==> config.mk <==
export PLATFORM = sky130hd
export DESIGN_NAME = float_residual_symbolizer_unit
export DESIGN_NICKNAME = d
export VERILOG_FILES = /design/src/sv/frsu_pkg.sv /design/src/sv/frsu_symbolize.sv /design/src/sv/frsu_out_seq.sv /design/src/sv/float_residual_symbolizer_unit.sv
export VERILOG_INCLUDE_DIRS = /design/src /design/src/sv
export SDC_FILE = /design/constraint.sdc
export NUM_CORES = 1
export LEC_CHECK = 0
export ABC_AREA = 1
export BUFFER_PORTS_ARGS = -buffer_cell sky130_fd_sc_hd__buf_2
export CORE_MARGIN = 5
export CORE_UTILIZATION = 30
export DETAILED_ROUTE_END_ITERATION = 8
export PLACE_DENSITY = 0.48
export SYNTH_ARGS = -nofsm -noshare
export SYNTH_HDL_FRONTEND = slang
export SYNTH_HIERARCHICAL = 1
export SYNTH_SLANG_ARGS = --single-unit
==> constraint.sdc <==
create_clock -name clk_i -period 10 [get_ports clk_i]
set_input_delay 1.5 -clock clk_i [delete_from_list [all_inputs] [get_ports clk_i]]
set_output_delay 1.5 -clock clk_i [all_outputs]
set_load 0.01 [all_outputs]
==> src/sv/float_residual_symbolizer_unit_defines.svh <==
// Assertion macros shared by the RTL.
`ifndef FLOAT_RESIDUAL_SYMBOLIZER_UNIT_DEFINES_SVH
`define FLOAT_RESIDUAL_SYMBOLIZER_UNIT_DEFINES_SVH

// Same-cycle implication, clocked on clk_i, off during reset.
`define FRSU_ASSERT_IMP(lbl, ante, cons, msg) \
  lbl: assert property (@(posedge clk_i) disable iff (!rst_ni) (ante) |-> (cons)) \
    else $error(msg);

// Next-cycle implication, clocked on clk_i, off during reset.
`define FRSU_ASSERT_NXT(lbl, ante, cons, msg) \
  lbl: assert property (@(posedge clk_i) disable iff (!rst_ni) (ante) |=> (cons)) \
    else $error(msg);

`endif

==> src/sv/frsu_pkg.sv <==
package frsu_pkg;

  localparam int unsigned SPLIT_BITS_DEF = 12;
  localparam int unsigned MAX_SYMS       = 5;

  localparam logic [1:0] ACT_NONE   = 2'd0;
  localparam logic [1:0] ACT_LAST   = 2'd1;
  localparam logic [1:0] ACT_ACROSS = 2'd2;
  localparam logic [1:0] ACT_UNUSED = 2'd3;

  localparam logic [1:0] STREAM_SE   = 2'd0;
  localparam logic [1:0] STREAM_BITS = 2'd1;
  localparam logic [1:0] STREAM_CHI  = 2'd2;
  localparam logic [1:0] STREAM_CLO  = 2'd3;

  localparam logic [1:0] MODEL_CLASS = 2'd0;
  localparam logic [1:0] MODEL_ESC   = 2'd1;
  localparam logic [1:0] MODEL_BITS  = 2'd2;
  localparam logic [1:0] MODEL_CORR  = 2'd3;

  localparam logic [3:0] CLS_SIGN = 4'd0;
  localparam logic [3:0] CLS_SAME = 4'd4;
  localparam logic [3:0] CLS_FAR  = 4'd8;

  localparam logic [12:0] ALPHA_CLASS = 13'd9;
  localparam logic [12:0] ALPHA_ESC   = 13'd256;
  localparam logic [12:0] ALPHA_BITS  = 13'd23;

  typedef struct packed {
    logic [1:0]  coder_set;
    logic [1:0]  stream_id;
    logic [1:0]  model_id;
    logic [7:0]  context_res;
    logic [11:0] symbol;
    logic [12:0] alphabet_size;
  } sym_t;

endpackage

==> src/sv/frsu_symbolize.sv <==
module frsu_symbolize #(
  parameter int unsigned SPLIT_BITS = frsu_pkg::SPLIT_BITS_DEF
) (
  input  logic [1:0]     mode_i,
  input  logic [31:0]    pred_i,
  input  logic [31:0]    act_i,
  output frsu_pkg::sym_t syms_o [frsu_pkg::MAX_SYMS],
  output logic [2:0]     count_o
);

  localparam logic signed [24:0] FOLD_LO   = -25'sd4194303;
  localparam logic signed [24:0] FOLD_HI   = 25'sd4194304;
  localparam logic signed [24:0] FOLD_SPAN = 25'sd8388608;
  localparam logic [23:0] HI_OFS   = 24'((1 << (SPLIT_BITS - 1)) - 1);
  localparam logic [23:0] ALPHA_HW = 24'(1) << SPLIT_BITS;
  localparam logic [7:0]  CTX_HI   = 8'(SPLIT_BITS - 1);
  localparam logic [4:0]  SPLIT_K  = 5'(SPLIT_BITS);

  logic [8:0]         se_p, se_a;
  logic [22:0]        m_p, m_a;
  logic signed [8:0]  d;
  logic [3:0]         cls;
  logic               esc, split;
  logic signed [24:0] c_raw, c_fold;
  logic signed [23:0] c;
  logic [23:0]        mag_w, abs_w, pow_k, sym_s_w, hi_mag, hi_w, alpha_lo_w;
  logic [24:0]        alpha_s_w;
  logic [21:0]        mag;
  logic [4:0]         k, k1;
  logic [23:0]        lo_w;
  frsu_pkg::sym_t     e_cls, e_esc, e_k, e_c1, e_c2;

  assign se_p = pred_i[31:23];
  assign se_a = act_i[31:23];
  assign m_a  = act_i[22:0];
  assign m_p  = (se_p == se_a) ? pred_i[22:0] : 23'd0;

  always_comb begin
    d   = $signed({1'b0, se_a[7:0]}) - $signed({1'b0, se_p[7:0]});
    cls = frsu_pkg::CLS_SIGN;
    if (se_p == se_a) begin
      cls = frsu_pkg::CLS_SAME;
    end else if (se_p[8] == se_a[8]) begin
      if (d >= -9'sd3 && d <= 9'sd3) begin
        cls = 4'(d + 9'sd4);
      end else begin
        cls = frsu_pkg::CLS_FAR;
      end
    end
  end

  assign esc = (cls == frsu_pkg::CLS_SIGN) || (cls == frsu_pkg::CLS_FAR);

  always_comb begin
    c_raw = $signed({2'b00, m_a}) - $signed({2'b00, m_p});
    if (c_raw < FOLD_LO) begin
      c_fold = c_raw + FOLD_SPAN;
    end else if (c_raw > FOLD_HI) begin
      c_fold = c_raw - FOLD_SPAN;
    end else begin
      c_fold = c_raw;
    end
  end

  assign c     = c_fold[23:0];
  assign mag_w = (c <= 24'sd0) ? 24'(-c) : 24'(c - 24'sd1);
  assign mag   = mag_w[21:0];

  always_comb begin
    k = 5'd0;
    for (int i = 0; i < 22; i++) begin
      if (mag[i]) begin
        k = 5'(i + 1);
      end
    end
  end

  assign split = (k >= SPLIT_K);

  assign pow_k     = 24'(1) << k;
  assign sym_s_w   = 24'(c) + pow_k - 24'd1;
  assign alpha_s_w = 25'(1) << (k + 5'd1);

  assign k1         = k - SPLIT_K + 5'd1;
  assign abs_w      = (c < 24'sd0) ? 24'(-c) : 24'(c);
  assign lo_w       = abs_w & ((24'(1) << k1) - 24'd1);
  assign hi_mag     = abs_w >> k1;
  assign hi_w       = ((c < 24'sd0) ? (24'd0 - hi_mag) : hi_mag) + HI_OFS;
  assign alpha_lo_w = 24'(1) << k1;

  always_comb begin
    e_cls = '{coder_set: mode_i, stream_id: frsu_pkg::STREAM_SE,
              model_id: frsu_pkg::MODEL_CLASS, context_res: se_p[7:0],
              symbol: 12'(cls), alphabet_size: frsu_pkg::ALPHA_CLASS};
    e_esc = '{coder_set: mode_i, stream_id: frsu_pkg::STREAM_SE,
              model_id: frsu_pkg::MODEL_ESC, context_res: 8'd0,
              symbol: 12'(se_a[7:0]), alphabet_size: frsu_pkg::ALPHA_ESC};
    e_k   = '{coder_set: mode_i, stream_id: frsu_pkg::STREAM_BITS,
              model_id: frsu_pkg::MODEL_BITS, context_res: se_a[7:0],
              symbol: 12'(k), alphabet_size: frsu_pkg::ALPHA_BITS};
    if (split) begin
      e_c1 = '{coder_set: mode_i, stream_id: frsu_pkg::STREAM_CHI,
               model_id: frsu_pkg::MODEL_CORR, context_res: CTX_HI,
               symbol: hi_w[11:0], alphabet_size: ALPHA_HW[12:0]};
    end else begin
      e_c1 = '{coder_set: mode_i, stream_id: frsu_pkg::STREAM_CHI,
               model_id: frsu_pkg::MODEL_CORR, context_res: 8'(k),
               symbol: sym_s_w[11:0], alphabet_size: alpha_s_w[12:0]};
    end
    e_c2 = '{coder_set: mode_i, stream_id: frsu_pkg::STREAM_CLO,
             model_id: frsu_pkg::MODEL_CORR, context_res: 8'(k),
             symbol: lo_w[11:0], alphabet_size: alpha_lo_w[12:0]};

    syms_o[0] = e_cls;
    if (esc) begin
      syms_o[1] = e_esc;
      syms_o[2] = e_k;
      syms_o[3] = e_c1;
      syms_o[4] = e_c2;
    end else begin
      syms_o[1] = e_k;
      syms_o[2] = e_c1;
      syms_o[3] = e_c2;
      syms_o[4] = e_c2;
    end
    count_o = 3'd3 + 3'(esc) + 3'(split);
  end

endmodule

==> src/sv/frsu_out_seq.sv <==
module frsu_out_seq (
  input  logic           clk_i,
  input  logic           rst_ni,
  input  logic           load_i,
  input  frsu_pkg::sym_t syms_i [frsu_pkg::MAX_SYMS],
  input  logic [2:0]     count_i,
  output logic           free_o,
  output logic           tvalid_o,
  input  logic           tready_i,
  output frsu_pkg::sym_t sym_o,
  output logic           last_o
);

  frsu_pkg::sym_t buf_q [frsu_pkg::MAX_SYMS];
  logic [2:0]     cnt_q, idx_q;
  logic           vld_q;
  logic           take;

  assign take     = vld_q && tready_i;
  assign last_o   = ((idx_q + 3'd1) == cnt_q);
  assign free_o   = !vld_q || (take && last_o);
  assign tvalid_o = vld_q;
  assign sym_o    = buf_q[idx_q];

  always_ff @(posedge clk_i or negedge rst_ni) begin
    if (!rst_ni) begin
      vld_q <= 1'b0;
      cnt_q <= 3'd0;
      idx_q <= 3'd0;
    end else if (load_i) begin
      vld_q <= 1'b1;
      cnt_q <= count_i;
      idx_q <= 3'd0;
    end else if (take) begin
      if (last_o) begin
        vld_q <= 1'b0;
      end else begin
        idx_q <= idx_q + 3'd1;
      end
    end
  end

  always_ff @(posedge clk_i) begin
    if (load_i) begin
      buf_q <= syms_i;
    end
  end

endmodule

==> src/sv/float_residual_symbolizer_unit.sv <==
// An item is held in the input register, then loaded into the output sequencer, which offers its
// first beat once free, so the next item can be taken while the last one's beats go out.
// One beat per cycle while m_axis_tready is high on the single result port (class, optional
// escape, bit count, one or two corrector beats). Unused-mode items are dropped and give no beats.
// Reset clears the input and result valid flags and sets the previous value to zero.
`include "float_residual_symbolizer_unit_defines.svh"

module float_residual_symbolizer_unit #(
  parameter int unsigned SPLIT_BITS = frsu_pkg::SPLIT_BITS_DEF
) (
  input  logic        clk_i,
  input  logic        rst_ni,
  input  logic        s_axis_tvalid,
  output logic        s_axis_tready,
  input  logic [63:0] s_axis_tdata,  // predicted_value[31:0], actual_value[63:32]
  input  logic [1:0]  s_axis_tuser,  // action[1:0]
  output logic        m_axis_tvalid,
  input  logic        m_axis_tready,
  output logic [39:0] m_axis_tdata,  // context_res[7:0], symbol[19:8], alphabet_size[32:20]
  output logic [5:0]  m_axis_tuser,  // coder_set[1:0], stream_id[3:2], model_id[5:4]
  output logic        m_axis_tlast   // last_of_item
);

  logic           in_valid_q;
  logic [1:0]     in_mode_q;
  logic [31:0]    in_pred_q, in_act_q, prev_q, pred_sel;
  logic           free, adv, load, drop;
  frsu_pkg::sym_t syms [frsu_pkg::MAX_SYMS];
  frsu_pkg::sym_t sym_out;
  logic [2:0]     count;
  logic           corr_beat;

  assign drop          = (in_mode_q == frsu_pkg::ACT_UNUSED);
  assign load          = in_valid_q && !drop && free;
  assign adv           = in_valid_q && (drop || free);
  assign s_axis_tready = !in_valid_q || adv;
  assign pred_sel      = (in_mode_q == frsu_pkg::ACT_NONE) ? prev_q : in_pred_q;

  always_ff @(posedge clk_i or negedge rst_ni) begin
    if (!rst_ni) begin
      in_valid_q <= 1'b0;
      prev_q     <= 32'd0;
    end else begin
      if (s_axis_tvalid && s_axis_tready) begin
        in_valid_q <= 1'b1;
      end else if (adv) begin
        in_valid_q <= 1'b0;
      end
      if (load) begin
        prev_q <= in_act_q;
      end
    end
  end

  // hold the beat until the next stage frees up or the beat is dropped
  always_ff @(posedge clk_i) begin
    if (s_axis_tvalid && s_axis_tready) begin
      in_mode_q <= s_axis_tuser;
      in_pred_q <= s_axis_tdata[31:0];
      in_act_q  <= s_axis_tdata[63:32];
    end
  end

  frsu_symbolize #(
    .SPLIT_BITS (SPLIT_BITS)
  ) u_symbolize (
    .mode_i  (in_mode_q),
    .pred_i  (pred_sel),
    .act_i   (in_act_q),
    .syms_o  (syms),
    .count_o (count)
  );

  frsu_out_seq u_out_seq (
    .clk_i    (clk_i),
    .rst_ni   (rst_ni),
    .load_i   (load),
    .syms_i   (syms),
    .count_i  (count),
    .free_o   (free),
    .tvalid_o (m_axis_tvalid),
    .tready_i (m_axis_tready),
    .sym_o    (sym_out),
    .last_o   (m_axis_tlast)
  );

  assign m_axis_tdata = {7'd0, sym_out.alphabet_size, sym_out.symbol, sym_out.context_res};
  assign m_axis_tuser = {sym_out.model_id, sym_out.stream_id, sym_out.coder_set};

  assign corr_beat = (sym_out.stream_id == frsu_pkg::STREAM_CHI) ||
                     (sym_out.stream_id == frsu_pkg::STREAM_CLO);

  `FRSU_ASSERT_IMP(a_last_is_corr, m_axis_tvalid && m_axis_tlast, corr_beat, "last beat is not a corrector")
  `FRSU_ASSERT_NXT(a_prev_tracks, load, prev_q == $past(in_act_q), "previous value not updated")
  `FRSU_ASSERT_IMP(a_stall_held, !s_axis_tready, in_valid_q && !drop, "input stalled without a held item")

endmodule
==> metrics <==
Remaining DRCs 0; vias in the first global route 15590; Post-Syn Area 19590 um2; CP Class reg -> reg; min Tclk post-route 9127 ps; Die Y-Extent 265.5 um; CTS clock-pin slew for the worst setup and hold paths 60 ps; Slew @ Worst Pin 1145 ps; Fin Setup TNS 0 ps; CP Buf/Inv Count 9; Initial Utilization 0.3033; Clock Path Buffers 3; final clock skew 34.06 ps; yosys warns 6; Detailed Routing Iterations Pass 1 7; NumNets Final 2618; Routability Congestion 0.8663; f_max 109.6 MHz; worst-path maximum fanout 27; Root Buffer clkbuf_16; first-pass GRT wire length 88150 um; sequential fraction of the synthesis area 0.4512; CP startpoint kind flop; # port buffers 111; Std-Cell Core Area 64580 um2; Detail Route Antenna Nets 0; delay-heaviest family, CP simple AND/OR/NAND/NOR gates; top-area cell type share of the netlist area 0.4001; clk_lat worst skew 560 ps; area delta synth->final 10.95%; vias after detailed routing 15840; Die Area 70510 um2; ant diodes 0; WP data required 10290 ps; Commonest cells post-synth 689 x nand2_1, 337 x nand3_1, 261 x edfxtp_1; Util after Layout 0.3365; chip width 265.5 um; arrival time worst endpoint 9420 ps; Critical Path End Type flop; final setup vio count 0; Core Rows 93; Post-synth EDFFs 261; CP max stage cell edfxtp_1; Fin. Hold Viols 0; status completed; Mapped Cells 2420; dominant synthesized flop cell edfxtp_1; CTS sink cnt 301; Post-DP HPWL 40950 um; Worst path most repeated cell nand2_1; Final period util 0.9127; max capacitance violation total 0; Routed WL 56980 um; aggregate global routing overflow 0; Slew headroom 0.2287; # IOs 119; Max stage delay on crit path 450 ps; initial DRC count 1133; mean post-synth cell area 8.095 um2; largest net degree at the start of global routing 82; DR vias/cell 4.713; ys async rst share 0.1329; layout cell share with drive strength beyond 1 0.1397; most common cell in the netlist nand2_1; worst hold path type reg -> reg; H-tree Lvls 2; ranking of synthesized cells by area edfxtp_1 40%, nand2_1 13%, nand3_1 8.6%; CTS tree done; wire per inst 16.95 um; GRT Overall Usage 0.1571; number of distinct library cells after synthesis 62; register bit count reported by yosys 301; initial antenna violation count 2; CTS Buf Count 36; leading area contributor after synthesis edfxtp_1; count of final max-slew check failures 0
registers in the layout, summed over array words and instances, names as in the netlist:
name and count:
in_pred_q 32, u_out_seq/buf_q 195, in_mode_q 2, u_out_seq/tvalid_o 1, u_out_seq/idx_q 3, u_out_seq/cnt_q 3
in_valid_q 1, in_act_q 32, prev_q 32
layout by cell type, fill, tap and decap left out, drive strengths merged, types with 36 or more instances in the layout:
master,n
conb,59
xor2,36
clkbuf,45
dfrtp,40
inv,277
a21oi,59
ha,67
nand2,732
buf,146
o21ai,161
edfxtp,261
nor2,146
nand3,352
layer usage:
metal | vias up | wire length (um) | global-route usage
li1 | 7945 | - | -
met1 | 7432 | 25530 | 0.2078
met2 | 369 | 27210 | 0.2687
met3 | 95 | 2604 | 0.02155
met4 | 0 | 1636 | 0.04741
met5 | - | 0 | 0
kinds of logic (layout without fill, tap and decap cells):
kind of cell               count (synthesis)  in the layout  synth area share
adders and majority gates                 70             70           0.04586
AOI/OAI and AO/OA                        245            245           0.06898
and+or+nand+nor                         1291           1292            0.2948
other                                      3             59         0.0005748
muxes                                      1              1         0.0005110
xor gates and xnor gates                  46             46           0.02363
DFF                                      301            301            0.4512
buffers and inverters                    463            492            0.1145
through the flow:
stage               hold WS [ps]  instances  instance area (um2)  setup WS [ps]
detailed placement         458.3       3284                20460          380.6
floorplan                  442.2       2476                19800           1312
global route               485.3       3361                21730         -1.540
global placement           453.4       3284                20460          348.1
finish                     470.7       3361                21730          873.5
CTS                        474.5       3350                21560          362.8
tightest hold or removal path, delay by kind of cell, from the launching register on:
family | cells | cell delay (ps)
flip-flops | 1 | 340
AND/OR/NAND/NOR | 2 | 90
timing repair:
action | in CTS | in global routing
endpoints found under the setup margin | 0 | 27
setup buffers | 0 | 9
gates resized for setup | 0 | 24
hold buffers | 0 | 0
path summary, 6_finish.rpt:
kind / startpoint / depth (start not counted) / slack (ps) / to
worst max register to register: in_mode_q[1]$_DFFE_PP_ / 52 / 870 / u_out_seq/buf_q[63]$_DFFE_PP_
worst min register to register: prev_q[7]$_DFFE_PN0P_ / 2 / 470 / prev_q[7]$_DFFE_PN0P_
worst min-delay path: prev_q[7]$_DFFE_PN0P_ / 2 / 470 / prev_q[7]$_DFFE_PN0P_
max in group asynchronous: rst_ni / 2 / 8450 / u_out_seq/idx_q[0]$_DFFE_PN0P_
min in group asynchronous: rst_ni / 2 / 1050 / prev_q[16]$_DFFE_PN0P_
worst max-delay path: in_mode_q[1]$_DFFE_PP_ / 52 / 870 / u_out_seq/buf_q[63]$_DFFE_PP_
area by class of cell:
class	instances	area [um2]
clock buffer	45	934.6
clock inverter	21	166.4
fill	6836	42850
inverter	279	1079
multi-input combinational	1713	8811
sequential	301	8840
tap	855	1070
timing repair buffer	146	829.5
timing repair inverter	1	5.005
Power is left out: the tool's default activity adds up to more than one toggle a clock period on the data nets, which glitch-free logic cannot reach.
